## src/hw/rtl/assert_macros.svh

```systemverilog
// assertion helpers shared by the rtl
`ifndef ASSERT_MACROS_SVH
`define ASSERT_MACROS_SVH

// checked on every clock edge while reset is released
`define GZ_ASSERT(label, clk, rst_n, prop) \
    label: assert property (@(posedge clk) disable iff (!rst_n) prop) \
        else $error("gzip header stripper check failed");

// checked on every clock edge, reset included
`define GZ_ASSERT_ALWAYS(label, clk, prop) \
    label: assert property (@(posedge clk) prop) \
        else $error("gzip header stripper check failed");

`endif

```

## src/hw/rtl/gzhs_pkg.sv

```systemverilog
package gzhs_pkg;

    localparam logic [7:0] MAGIC0         = 8'h1F;
    localparam logic [7:0] MAGIC1         = 8'h8B;
    localparam logic [7:0] METHOD_DEFLATE = 8'h08;

    localparam int FL_HCRC_BIT    = 1;
    localparam int FL_EXTRA_BIT   = 2;
    localparam int FL_NAME_BIT    = 3;
    localparam int FL_COMMENT_BIT = 4;

    localparam logic [3:0] FIXED_LAST = 4'd9;
    localparam logic [3:0] IDX_MAGIC0 = 4'd0;
    localparam logic [3:0] IDX_MAGIC1 = 4'd1;
    localparam logic [3:0] IDX_METHOD = 4'd2;
    localparam logic [3:0] IDX_FLAGS  = 4'd3;

    localparam logic [3:0] PH_FIXED    = 4'd0;
    localparam logic [3:0] PH_XLEN0    = 4'd1;
    localparam logic [3:0] PH_XLEN1    = 4'd2;
    localparam logic [3:0] PH_XDATA    = 4'd3;
    localparam logic [3:0] PH_NAME     = 4'd4;
    localparam logic [3:0] PH_COMMENT  = 4'd5;
    localparam logic [3:0] PH_HCRC0    = 4'd6;
    localparam logic [3:0] PH_HCRC1    = 4'd7;
    localparam logic [3:0] PH_BODY     = 4'd8;
    localparam logic [3:0] PH_BADMAGIC = 4'd9;

    localparam logic [1:0] ST_OK    = 2'd0;
    localparam logic [1:0] ST_BAD   = 2'd1;
    localparam logic [1:0] ST_TRUNC = 2'd2;
    localparam logic [1:0] ST_SHORT = 2'd3;

    typedef struct packed {
        logic in_body;   // byte of this request belongs to the body
        logic done;      // header complete after this byte
        logic bad;       // magic or method mismatch seen
    } t_hdr_info;

    function automatic logic [3:0] next_section(input logic [3:0] after,
                                                input logic [7:0] flags);
        logic [3:0] ph;
        ph = PH_BODY;
        if (after < PH_HCRC0 && flags[FL_HCRC_BIT]) ph = PH_HCRC0;
        if (after < PH_COMMENT && flags[FL_COMMENT_BIT]) ph = PH_COMMENT;
        if (after < PH_NAME && flags[FL_NAME_BIT]) ph = PH_NAME;
        if (after < PH_XLEN0 && flags[FL_EXTRA_BIT]) ph = PH_XLEN0;
        return ph;
    endfunction

endpackage

```

## src/hw/rtl/gzhs_if.sv

```systemverilog
interface gzhs_in_if;
    logic       valid;
    logic       ready;
    logic [7:0] data_byte;
    logic       final_byte;

    modport source (output valid, data_byte, final_byte, input ready);
    modport sink (input valid, data_byte, final_byte, output ready);
endinterface

interface gzhs_out_if;
    logic       valid;
    logic       ready;
    logic       body_valid;
    logic [7:0] body_byte;
    logic       header_done;
    logic [1:0] status;

    modport source (output valid, body_valid, body_byte, header_done, status,
                    input ready);
    modport sink (input valid, body_valid, body_byte, header_done, status,
                  output ready);
endinterface

```

## src/hw/rtl/gzhs_hdr_fsm.sv

```systemverilog
module gzhs_hdr_fsm
    import gzhs_pkg::*;
(
    input  logic       i_clk,
    input  logic       i_rst_n,
    input  logic       i_step,
    input  logic [7:0] i_data_byte,
    input  logic       i_final_byte,
    output t_hdr_info  o_info
);

    logic [3:0]  r_phase, n_phase;
    logic [3:0]  r_fixed_index, n_fixed_index;
    logic [7:0]  r_flags, n_flags;
    logic [15:0] r_extra, n_extra;
    logic        magic_bad;

    always_comb begin
        n_phase       = r_phase;
        n_fixed_index = r_fixed_index;
        n_flags       = r_flags;
        n_extra       = r_extra;
        magic_bad     = ((r_fixed_index == IDX_MAGIC0) && (i_data_byte != MAGIC0)) ||
                        ((r_fixed_index == IDX_MAGIC1) && (i_data_byte != MAGIC1)) ||
                        ((r_fixed_index == IDX_METHOD) && (i_data_byte != METHOD_DEFLATE));
        case (r_phase)
            PH_FIXED: begin
                if (magic_bad) begin
                    n_phase = PH_BADMAGIC;
                end else begin
                    if (r_fixed_index == IDX_FLAGS) n_flags = i_data_byte;
                    if (r_fixed_index >= FIXED_LAST) begin
                        n_phase = next_section(PH_FIXED, r_flags);
                    end else begin
                        n_fixed_index = r_fixed_index + 4'd1;
                    end
                end
            end
            PH_XLEN0: begin
                n_extra = {8'h00, i_data_byte};
                n_phase = PH_XLEN1;
            end
            PH_XLEN1: begin
                n_extra = {i_data_byte, r_extra[7:0]};
                n_phase = (n_extra != 16'd0) ? PH_XDATA : next_section(PH_XLEN1, r_flags);
            end
            PH_XDATA: begin
                n_extra = r_extra - 16'd1;
                if (n_extra == 16'd0) n_phase = next_section(PH_XDATA, r_flags);
            end
            PH_NAME, PH_COMMENT: begin
                if (i_data_byte == 8'h00) n_phase = next_section(r_phase, r_flags);
            end
            PH_HCRC0: begin
                n_phase = PH_HCRC1;
            end
            PH_HCRC1: begin
                n_phase = next_section(PH_HCRC1, r_flags);
            end
            PH_BODY: begin
                n_phase = PH_BODY;
            end
            default: begin
                n_phase = PH_BADMAGIC;
            end
        endcase
    end

    assign o_info.in_body = (r_phase == PH_BODY);
    assign o_info.done    = (n_phase == PH_BODY);
    assign o_info.bad     = (n_phase == PH_BADMAGIC);

    always_ff @(posedge i_clk) begin
        if (!i_rst_n) begin
            r_phase       <= PH_FIXED;
            r_fixed_index <= '0;
            r_flags       <= '0;
            r_extra       <= '0;
        end else if (i_step) begin
            if (i_final_byte) begin
                // member ends: restart for the next one whatever the outcome
                r_phase       <= PH_FIXED;
                r_fixed_index <= '0;
                r_flags       <= '0;
                r_extra       <= '0;
            end else begin
                r_phase       <= n_phase;
                r_fixed_index <= n_fixed_index;
                r_flags       <= n_flags;
                r_extra       <= n_extra;
            end
        end
    end

endmodule

```

## src/hw/rtl/gzhs_delay_line.sv

```systemverilog
module gzhs_delay_line #(
    parameter int DEPTH = 8
) (
    input  logic       i_clk,
    input  logic       i_rst_n,
    input  logic       i_shift,
    input  logic       i_clear,
    input  logic [7:0] i_byte,
    output logic       o_valid,
    output logic [7:0] o_byte
);

    localparam int FILL_W = $clog2(DEPTH + 1);

    logic [7:0]        r_line [DEPTH];
    logic [FILL_W-1:0] r_fill;

    // oldest byte leaves only once the trailer window is full
    assign o_valid = (r_fill >= FILL_W'(DEPTH));
    assign o_byte  = o_valid ? r_line[DEPTH-1] : 8'h00;

    always_ff @(posedge i_clk) begin
        if (i_shift) begin
            r_line[0] <= i_byte;
            for (int i = 1; i < DEPTH; i++) begin
                r_line[i] <= r_line[i-1];
            end
        end
    end

    always_ff @(posedge i_clk) begin
        if (!i_rst_n) begin
            r_fill <= '0;
        end else if (i_clear) begin
            r_fill <= '0;
        end else if (i_shift && !o_valid) begin
            r_fill <= r_fill + FILL_W'(1);
        end
    end

endmodule

```

## src/hw/rtl/gzip_member_header_stripper_core.sv

```systemverilog
// gzip member header stripper
// input channel i_in: one byte of a gzip member per request, final_byte set on
// the member's last byte. output channel o_out: exactly one result per input
// byte, in order. body_valid/body_byte carry compressed body bytes delayed by
// TRAILER_BYTES, so the trailer never appears. header_done is set once the
// header is consumed. status is nonzero only on the final byte's result:
// 1 bad magic or method, 2 header truncated, 3 body too short.
// the result of a byte is in the output register in the cycle after the byte is
// taken. throughput: one byte per cycle while the receiver does not stall; the
// header state machine and the delay line both update in the accepting cycle.
// i_in.ready is high while the output register is empty or is being drained in
// the same cycle; when the receiver stalls, the result holds and input waits.
// reset (synchronous, active low) empties the output register and returns the
// parser to the start of a member; delay line contents are not cleared, its
// fill count is. after every final byte the parser restarts for a new member.
`include "assert_macros.svh"

module gzip_member_header_stripper_core
    import gzhs_pkg::*;
#(
    parameter int TRAILER_BYTES = 8
) (
    input  logic              i_clk,
    input  logic              i_rst_n,
    gzhs_in_if.sink           i_in,
    gzhs_out_if.source        o_out
);

    t_hdr_info  hdr_info;
    logic       in_fire;
    logic       dly_valid;
    logic [7:0] dly_byte;
    logic [1:0] n_status;

    logic       r_out_valid;
    logic       r_body_valid;
    logic [7:0] r_body_byte;
    logic       r_header_done;
    logic [1:0] r_status;

    assign i_in.ready = !r_out_valid || o_out.ready;
    assign in_fire    = i_in.valid && i_in.ready;

    gzhs_hdr_fsm u_hdr_fsm (
        .i_clk        (i_clk),
        .i_rst_n      (i_rst_n),
        .i_step       (in_fire),
        .i_data_byte  (i_in.data_byte),
        .i_final_byte (i_in.final_byte),
        .o_info       (hdr_info)
    );

    gzhs_delay_line #(
        .DEPTH (TRAILER_BYTES)
    ) u_delay_line (
        .i_clk   (i_clk),
        .i_rst_n (i_rst_n),
        .i_shift (in_fire && hdr_info.in_body),
        .i_clear (in_fire && i_in.final_byte),
        .i_byte  (i_in.data_byte),
        .o_valid (dly_valid),
        .o_byte  (dly_byte)
    );

    logic body_out;
    assign body_out = hdr_info.in_body && dly_valid;

    always_comb begin
        n_status = ST_OK;
        if (i_in.final_byte) begin
            if (hdr_info.bad) n_status = ST_BAD;
            else if (!hdr_info.done) n_status = ST_TRUNC;
            else if (!body_out) n_status = ST_SHORT;
        end
    end

    always_ff @(posedge i_clk) begin
        if (!i_rst_n) begin
            r_out_valid <= 1'b0;
        end else if (in_fire) begin
            r_out_valid <= 1'b1;
        end else if (o_out.ready) begin
            r_out_valid <= 1'b0;
        end
    end

    always_ff @(posedge i_clk) begin
        if (in_fire) begin
            r_body_valid  <= body_out;
            r_body_byte   <= body_out ? dly_byte : 8'h00;
            r_header_done <= hdr_info.done;
            r_status      <= n_status;
        end
    end

    assign o_out.valid       = r_out_valid;
    assign o_out.body_valid  = r_body_valid;
    assign o_out.body_byte   = r_body_byte;
    assign o_out.header_done = r_header_done;
    assign o_out.status      = r_status;

    `GZ_ASSERT(a_body_after_header, i_clk, i_rst_n, r_out_valid && r_body_valid |-> r_header_done)
    `GZ_ASSERT(a_short_no_body, i_clk, i_rst_n, r_out_valid && (r_status == ST_SHORT) |-> !r_body_valid)
    `GZ_ASSERT(a_error_no_header, i_clk, i_rst_n, r_out_valid && ((r_status == ST_BAD) || (r_status == ST_TRUNC)) |-> !r_header_done)
    `GZ_ASSERT_ALWAYS(a_reset_empties, i_clk, !i_rst_n |=> !r_out_valid)

endmodule
```

## src/flat_wrapper.sv

```systemverilog
// flat-port wrapper written by rule: the top's interface ports become plain ports
module gzip_member_header_stripper_core_flat import gzhs_pkg::*;
#(
    parameter int TRAILER_BYTES = 8
)
  (i_clk, i_rst_n, i_in_valid, i_in_data_byte, i_in_final_byte, i_in_ready, o_out_valid, o_out_body_valid, o_out_body_byte, o_out_header_done, o_out_status, o_out_ready);
  gzhs_in_if i_in_i ();
  gzhs_out_if o_out_i ();
  input  logic i_clk;
  input  logic i_rst_n;
  input wire logic [$bits(i_in_i.valid)-1:0] i_in_valid;
  input wire logic [$bits(i_in_i.data_byte)-1:0] i_in_data_byte;
  input wire logic [$bits(i_in_i.final_byte)-1:0] i_in_final_byte;
  output wire logic [$bits(i_in_i.ready)-1:0] i_in_ready;
  output wire logic [$bits(o_out_i.valid)-1:0] o_out_valid;
  output wire logic [$bits(o_out_i.body_valid)-1:0] o_out_body_valid;
  output wire logic [$bits(o_out_i.body_byte)-1:0] o_out_body_byte;
  output wire logic [$bits(o_out_i.header_done)-1:0] o_out_header_done;
  output wire logic [$bits(o_out_i.status)-1:0] o_out_status;
  input wire logic [$bits(o_out_i.ready)-1:0] o_out_ready;
  assign i_in_i.valid = i_in_valid;
  assign i_in_i.data_byte = i_in_data_byte;
  assign i_in_i.final_byte = i_in_final_byte;
  assign i_in_ready = i_in_i.ready;
  assign o_out_valid = o_out_i.valid;
  assign o_out_body_valid = o_out_i.body_valid;
  assign o_out_body_byte = o_out_i.body_byte;
  assign o_out_header_done = o_out_i.header_done;
  assign o_out_status = o_out_i.status;
  assign o_out_i.ready = o_out_ready;
  gzip_member_header_stripper_core #(.TRAILER_BYTES(TRAILER_BYTES)) u_core (.i_clk(i_clk), .i_rst_n(i_rst_n), .i_in(i_in_i), .o_out(o_out_i));
endmodule
```

## config.mk

```make
export PLATFORM = sky130hd
export DESIGN_NAME = gzip_member_header_stripper_core_flat
export DESIGN_NICKNAME = d
export VERILOG_FILES = /design/src/hw/rtl/gzhs_pkg.sv /design/src/hw/rtl/gzhs_if.sv /design/src/hw/rtl/gzhs_hdr_fsm.sv /design/src/hw/rtl/gzhs_delay_line.sv /design/src/hw/rtl/gzip_member_header_stripper_core.sv /design/src/flat_wrapper.sv
export VERILOG_INCLUDE_DIRS = /design/src /design/src/hw/rtl
export SDC_FILE = /design/constraint.sdc
export NUM_CORES = 1
export LEC_CHECK = 0
export BUFFER_PORTS_ARGS = -buffer_cell sky130_fd_sc_hd__buf_2
export CORE_MARGIN = 2
export CORE_UTILIZATION = 40
export DETAILED_ROUTE_END_ITERATION = 16
export PLACE_DENSITY = 0.59
export SKIP_LAST_GASP = 1
export SLEW_MARGIN = 20
export SYNTH_ARGS = -nofsm -noshare
export SYNTH_HDL_FRONTEND = slang
export SYNTH_SLANG_ARGS = --single-unit
```

## constraint.sdc

```tcl
create_clock -name i_clk -period 3.1 [get_ports i_clk]
set_clock_uncertainty 0.1 [all_clocks]
set_input_delay 0.465 -clock i_clk [delete_from_list [all_inputs] [get_ports i_clk]]
set_output_delay 0.465 -clock i_clk [all_outputs]
set_load 0.05 [all_outputs]
```

==> results of run 1 <==
## worst min path at each step
stage	start	endpoint	slack, ns	depth (start not counted)
after floorplan	u_core.u_delay_line.r_line[0][0]$_DFFE_PP_	u_core.u_delay_line.r_line[1][0]$_DFFE_PP_	0.30	0
after global placement	u_core.u_delay_line.r_line[2][3]$_DFFE_PP_	u_core.u_delay_line.r_line[3][3]$_DFFE_PP_	0.30	0
after detailed placement	u_core.u_delay_line.r_line[0][1]$_DFFE_PP_	u_core.u_delay_line.r_line[1][1]$_DFFE_PP_	0.30	0
after CTS	i_in_data_byte[6]	u_core.u_delay_line.r_line[0][6]$_DFFE_PP_	0.25	1
after global routing	i_in_data_byte[6]	u_core.u_delay_line.r_line[0][6]$_DFFE_PP_	0.25	1
final	i_in_data_byte[0]	u_core.u_delay_line.r_line[0][0]$_DFFE_PP_	0.26	1
## cells by family (layout without fill, tap and decap cells)
logic type	count (synthesis)	after routing	share of synthesized area
DFF	109	109	0.614
buffers and inverters	28	70	0.0222
xor gates and xnor gates	14	14	0.0256
adders and majority gates	8	8	0.0209
AOI/OAI and AO/OA	95	95	0.135
and+or+nand+nor	148	148	0.171
muxes	5	5	0.0107
## metal layers
metal  vias up  wire length [µm]  track usage
met5         -                 0            0
met1      1567              4530        0.216
met2        76              4880        0.269
li1       1588                 -            -
met3        14               364       0.0303
met4         0               184       0.0675
## sequential cells by signal (all words and copies together), names as in the netlist, 2 cells and up
| name | count |
|---|---|
| u_core.o_out.status | 2 |
| u_core.u_hdr_fsm.r_flags | 4 |
| u_core.o_out.body_byte | 8 |
| u_core.u_delay_line.r_line | 64 |
| u_core.u_hdr_fsm.r_phase | 4 |
| u_core.u_delay_line.r_fill | 4 |
| u_core.u_hdr_fsm.r_fixed_index | 4 |
| u_core.u_hdr_fsm.r_extra | 16 |
## final cells by class
class | count | share of cell area
inverter | 11 | 0.00757
tap | 143 | 0.0328
sequential | 109 | 0.539
multi-input combinational | 270 | 0.319
timing repair buffer | 43 | 0.0495
clock buffer | 9 | 0.0413
clock inverter | 7 | 0.0103
## cells in the final DEF, fill, tap and decap left out, drive strengths merged, types with 8 or more instances in the layout
master  instances
edfxtp         76
buf            43
dfxtp          33
nor2           31
nand2          30
a21oi          24
o21ai          21
nor2b          16
inv            15
and2           12
and3           11
nor3            9
clkbuf          9
ha              8
## power breakdown
part / switching [µW] / total [µW] / internal [µW] / leakage (µW)
clock: 545 / 1100 / 559 / 0.000139
combinational: 169 / 248 / 79.0 / 0.000894
sequential: 12.7 / 1590 / 1580 / 0.000967
total: 726 / 2950 / 2220 / 0.00200
## metrics by stage
step           power, µW  setup slack [ns]  hold WS, ns
2_1_floorplan       1790             0.104        0.300
3_3_place_gp        1870             0.147        0.302
3_5_place_dp        1880             0.118        0.305
4_1_cts             2990             0.261        0.247
5_1_grt             3060             0.112        0.253
6_report            2950             0.239        0.261
## worst reg2reg max path, delay by kind of cell (launching register included)
kind	cells	cell delay, ns
simple gates	4	1.50
compound gates	2	0.46
flops	1	0.37
xor+xnor	1	0.19
==> run summary, run 1 <==
Seq/Total Area, Yosys = 0.614
Worst Setup End Kind = register
Share of the synthesized area in the top cell type = 0.476
Largest area contributor in the netlist = edfxtp_1
CTS HTree Levels = 3
Total iterations of the first detailed-routing run = 4
Most numerous cell in the Yosys netlist = edfxtp_1
Post-synth top cells = 76 x edfxtp_1, 33 x dfxtp_1, 31 x nor2_1
Row count = 39
EDFF count, synth = 76
Syn avg cell area = 11.8 µm²
Syn_nets = 428
CP Cell Sequence = nor4_1, nand4_1, xnor2_1, or4_1, nor4_4, a31oi_2, a22o_1
Post-synth ARST share = 0
Vias in the first global route = 3106
Peak supply drop = 0.266 mV
CP Launch Point = u_core.u_hdr_fsm.r_extra[0]$_SDFFE_PN0P_
#FFs+latches synth = 109
Total setup buffers inserted after CTS = 0
DP Area = 5180 µm²
Buf/Inv on CP = 0
Pin count of the biggest net entering global routing = 66
DP HPWL = 6830 µm
Die width = 113 µm
Min Tclk post-route = 2.86 ns
CP Depth = 7
Setup TNS = 0 ns
Routed Antenna Nets = 0
HP Class = in2reg
Mapped Cells = 407
Placed Instances = 576
Max Cap Viol = 0
Area growth syn-to-layout = 13.9%
Initial antenna violation count = 0
Drc violations = 0
Synth Cell Area = 4790 µm²
Tcrit/Tclk final = 0.923
Core Area = 11600 µm²
Arrival time at the worst endpoint = 2.87 ns
Final hold violation count = 0
Critical path peak fanout = 6
Critical Path Sink = u_core.o_out.status[1]$_SDFFCE_PP0P_
Netlist cell types = 64
Setup violators final = 0
Maximum cell stage delay along the critical path = 0.57 ns
Critical register-to-register path endpoint = u_core.o_out.status[1]$_SDFFCE_PP0P_
Ranking of synthesized cells by area = edfxtp_1 48%, dfxtp_1 14%, nor2_1 2.4%
Nets = 465
Port Buffers = 26
Post-cts repair resize count = 0
Outcome = complete, no violations
RR Startpoint = u_core.u_hdr_fsm.r_extra[0]$_SDFFE_PN0P_
Flop2flop setup slack = 0.24 ns
WP data required = 3.11 ns
Clock tree buffer depth = 2
Post-Route Utilization = 0.472
GRT overflow = 0
Post-route cell area = 5460 µm²
Max-slew violation count = 0
Root Driver = clkbuf_16
Fmax = 350 MHz
Final cell count without fillers = 592
N_diodes = 0
Critical path class = reg2reg
CTS buffer count = 9
Worst rel slew slack = 0.575
Worst-Margin Slew = 0.633 ns
CP top delay family = simple AND/OR/NAND/NOR gates
Fillers = 1078
Footprint of the multi-input gates = 1740 µm²
CP max-delay cell = or4_1
Clock transition at path regs = 0.08 ns
CTS sink cnt = 109
Leakage power total = 0.00200 µW
YS warnings = 0
Power Density = 540 nW/µm²
Initial detailed-routing violation count = 232
Crit start category = register
Clock Latency Late Sink = 0.35 ns
Layout cell share with drive strength beyond 1 = 0.163
Initial Utilization = 0.414
Register area = 2940 µm²
Unrepaired setup endpoints after global routing = false
Top_reg_cell synth = edfxtp_1
Total Routed Length = 9960 µm
Full die area = 12900 µm²
FF-to-FF path depth = 7
Boundary Pins = 27
Per-cell routed wire length = 16.8 µm
DR vias/cell = 5.48
CTS tree = done
Gr usage total = 0.164
DR vias = 3245
Die Y = 113 µm
Hold buffers post-CTS = 0
Gpl congestion = 0.890
First-pass GRT wire length = 16200 µm
Note: power is estimated with default switching activity, not from simulation.
==> run 2, diff against run 1 <==
--- a/config.mk
+++ b/config.mk
@@ -8,9 +8,9 @@
 export LEC_CHECK = 0
 export BUFFER_PORTS_ARGS = -buffer_cell sky130_fd_sc_hd__buf_2
 export CORE_MARGIN = 2
-export CORE_UTILIZATION = 40
+export CORE_UTILIZATION = 30
 export DETAILED_ROUTE_END_ITERATION = 16
-export PLACE_DENSITY = 0.59
+export PLACE_DENSITY = 0.48
 export SKIP_LAST_GASP = 1
 export SLEW_MARGIN = 20
 export SYNTH_ARGS = -nofsm -noshare
==> run 2 against run 1 <==
Effect of this change: die area is 32% higher; via count is 1.3% lower; sequential share of layout area is 1.1 points lower; global-route usage is 3.1 points lower; flip-flop and latch count stayed put; first-iteration DRC count is 8.2% lower; worst hold slack worse by 0.0023 ns; maximum frequency is 1.4% higher; register-to-register slack better by 0.04 ns; critical path depth is 2 higher; routed wire length is 6.0% higher; critical path type unchanged; largest cell class unchanged; highest routed layer unchanged.
==> run summary, run 2 (synthesis gave the netlist of run 1 again) <==
DP HPWL = 7490 µm
Hold path start = i_in_valid
Final hold violation count = 0
Leakage power total = 0.00201 µW
Crit start category = register
Worst Setup End Kind = register
Gpl congestion = 0.875
Final cell count without fillers = 666
HP Class = in2reg
CTS HTree Levels = 3
Post-cts repair resize count = 0
Vias in the first global route = 3207
Total iterations of the first detailed-routing run = 5
Row count = 46
Outcome = complete, no violations
Max-slew violation count = 0
Port Buffers = 26
GRT overflow = 0
Gr usage total = 0.133
Total setup buffers inserted after CTS = 0
Die width = 130 µm
WP data required = 3.11 ns
Hold buffers post-CTS = 0
Peak supply drop = 0.224 mV
Critical path peak fanout = 6
Root Driver = clkbuf_16
N_diodes = 0
Nets = 466
Critical path class = reg2reg
Arrival time at the worst endpoint = 2.83 ns
DR vias = 3202
Initial detailed-routing violation count = 213
Clock tree buffer depth = 2
RR Startpoint = u_core.u_hdr_fsm.r_extra[0]$_SDFFE_PN0P_
CTS sink cnt = 109
Initial Utilization = 0.304
Fillers = 1626
Initial antenna violation count = 0
Largest register FFs = 64
Worst-Margin Slew = 0.686 ns
Per-cell routed wire length = 15.8 µm
Core Area = 15800 µm²
CTS buffer count = 9
Highest-count cells in the layout ignoring fill and taps = 76 x edfxtp_1, 33 x dfxtp_1, 31 x nor2_1
Most common cell after layout, fill and taps aside = edfxtp_1
Largest Register = u_core.u_delay_line.r_line
CTS tree = done
Min Tclk post-route = 2.82 ns
Routed Antenna Nets = 0
Max Cap Viol = 0
Unrepaired setup endpoints after global routing = false
Layout cell share with drive strength beyond 1 = 0.169
DR vias/cell = 4.81
Placed Instances = 650
Die Y = 130 µm
Setup TNS = 0 ns
Drc violations = 0
CP Launch Point = u_core.u_hdr_fsm.r_extra[0]$_SDFFE_PN0P_
Total Routed Length = 10600 µm
Full die area = 17000 µm²
Setup violators final = 0
First-pass GRT wire length = 17000 µm
Area growth syn-to-layout = 16.4%
Worst rel slew slack = 0.539
Fmax = 354 MHz
Clock transition at path regs = 0.08 ns
Pin count of the biggest net entering global routing = 66
Power Density = 536 nW/µm²
Boundary Pins = 27
Tcrit/Tclk final = 0.910
Clock Latency Late Sink = 0.35 ns
run 2: cell types whose count changed in the layout (fill, tap and decap cells not counted):
cell | previous run | this run
inv_6 | 2 | 1
clkinvlp_4 | 0 | 1
buf_4 | 16 | 17
clkinv_8 | 0 | 1
inv_8 | 2 | 3
clkinv_1 | 2 | 0
run 2: final timing paths:
| kind | end | slack (ns) | cells after the start |
|---|---|---|---|
| hold / removal | u_core.o_out.valid$_SDFFE_PN0P_ | 0.26 | 3 |
| setup reg to reg | u_core.o_out.status[1]$_SDFFCE_PP0P_ | 0.28 | 9 |
| hold reg to reg | u_core.u_delay_line.r_line[5][4]$_DFFE_PP_ | 0.31 | 0 |
| setup / recovery | u_core.o_out.status[1]$_SDFFCE_PP0P_ | 0.28 | 9 |
run 2: power by group:
group,switching (µW),internal (µW),leakage (µW),total [µW]
clock,570,574,0.000145,1140
combinational,174,78.5,0.000900,253
sequential,11.9,1580,0.000967,1590
total,756,2230,0.00201,2990
run 2: layout make-up:
type | count | area, µm² | area share
multi-input combinational | 270 | 1740 | 0.313
clock buffer | 9 | 225 | 0.0404
timing repair buffer | 44 | 278 | 0.0498
sequential | 109 | 2940 | 0.528
clock inverter | 7 | 75.1 | 0.0135
inverter | 11 | 41.3 | 0.00741
tap | 216 | 270 | 0.0485
run 2: worst max-delay path, stage by stage, from the launching register on:
cell,delay (ns)
dfxtp_1,0.37
inv_1,0.15
ha_1,0.18
or3b_2,0.53
nor4_1,0.25
xor2_1,0.39
nor4_4,0.07
buf_4,0.15
a21bo_2,0.20
a22o_1,0.17
run 2: metal layers:
| layer | GRT usage | part of all wire | vias to the layer above |
|---|---|---|---|
| li1 | - | - | 1583 |
| met1 | 0.170 | 0.46 | 1532 |
| met2 | 0.219 | 0.49 | 78 |
| met3 | 0.0346 | 0.039 | 9 |
| met4 | 0.0488 | 0.011 | 0 |
| met5 | 0 | 0 | - |
run 2: through the flow:
stage | total power [µW] | util | worst slack [ns] | cell area [µm²] | hold slack [ns]
floorplan | 1790 | - | 0.104 | 4790 | 0.300
CTS | 3030 | 0.354 | 0.291 | 5580 | 0.238
detailed placement | 1880 | 0.334 | 0.133 | 5280 | 0.305
global placement | 1880 | 0.334 | 0.137 | 5280 | 0.303
global route | 3120 | 0.354 | 0.120 | 5580 | 0.254
finish | 2990 | 0.354 | 0.278 | 5580 | 0.259
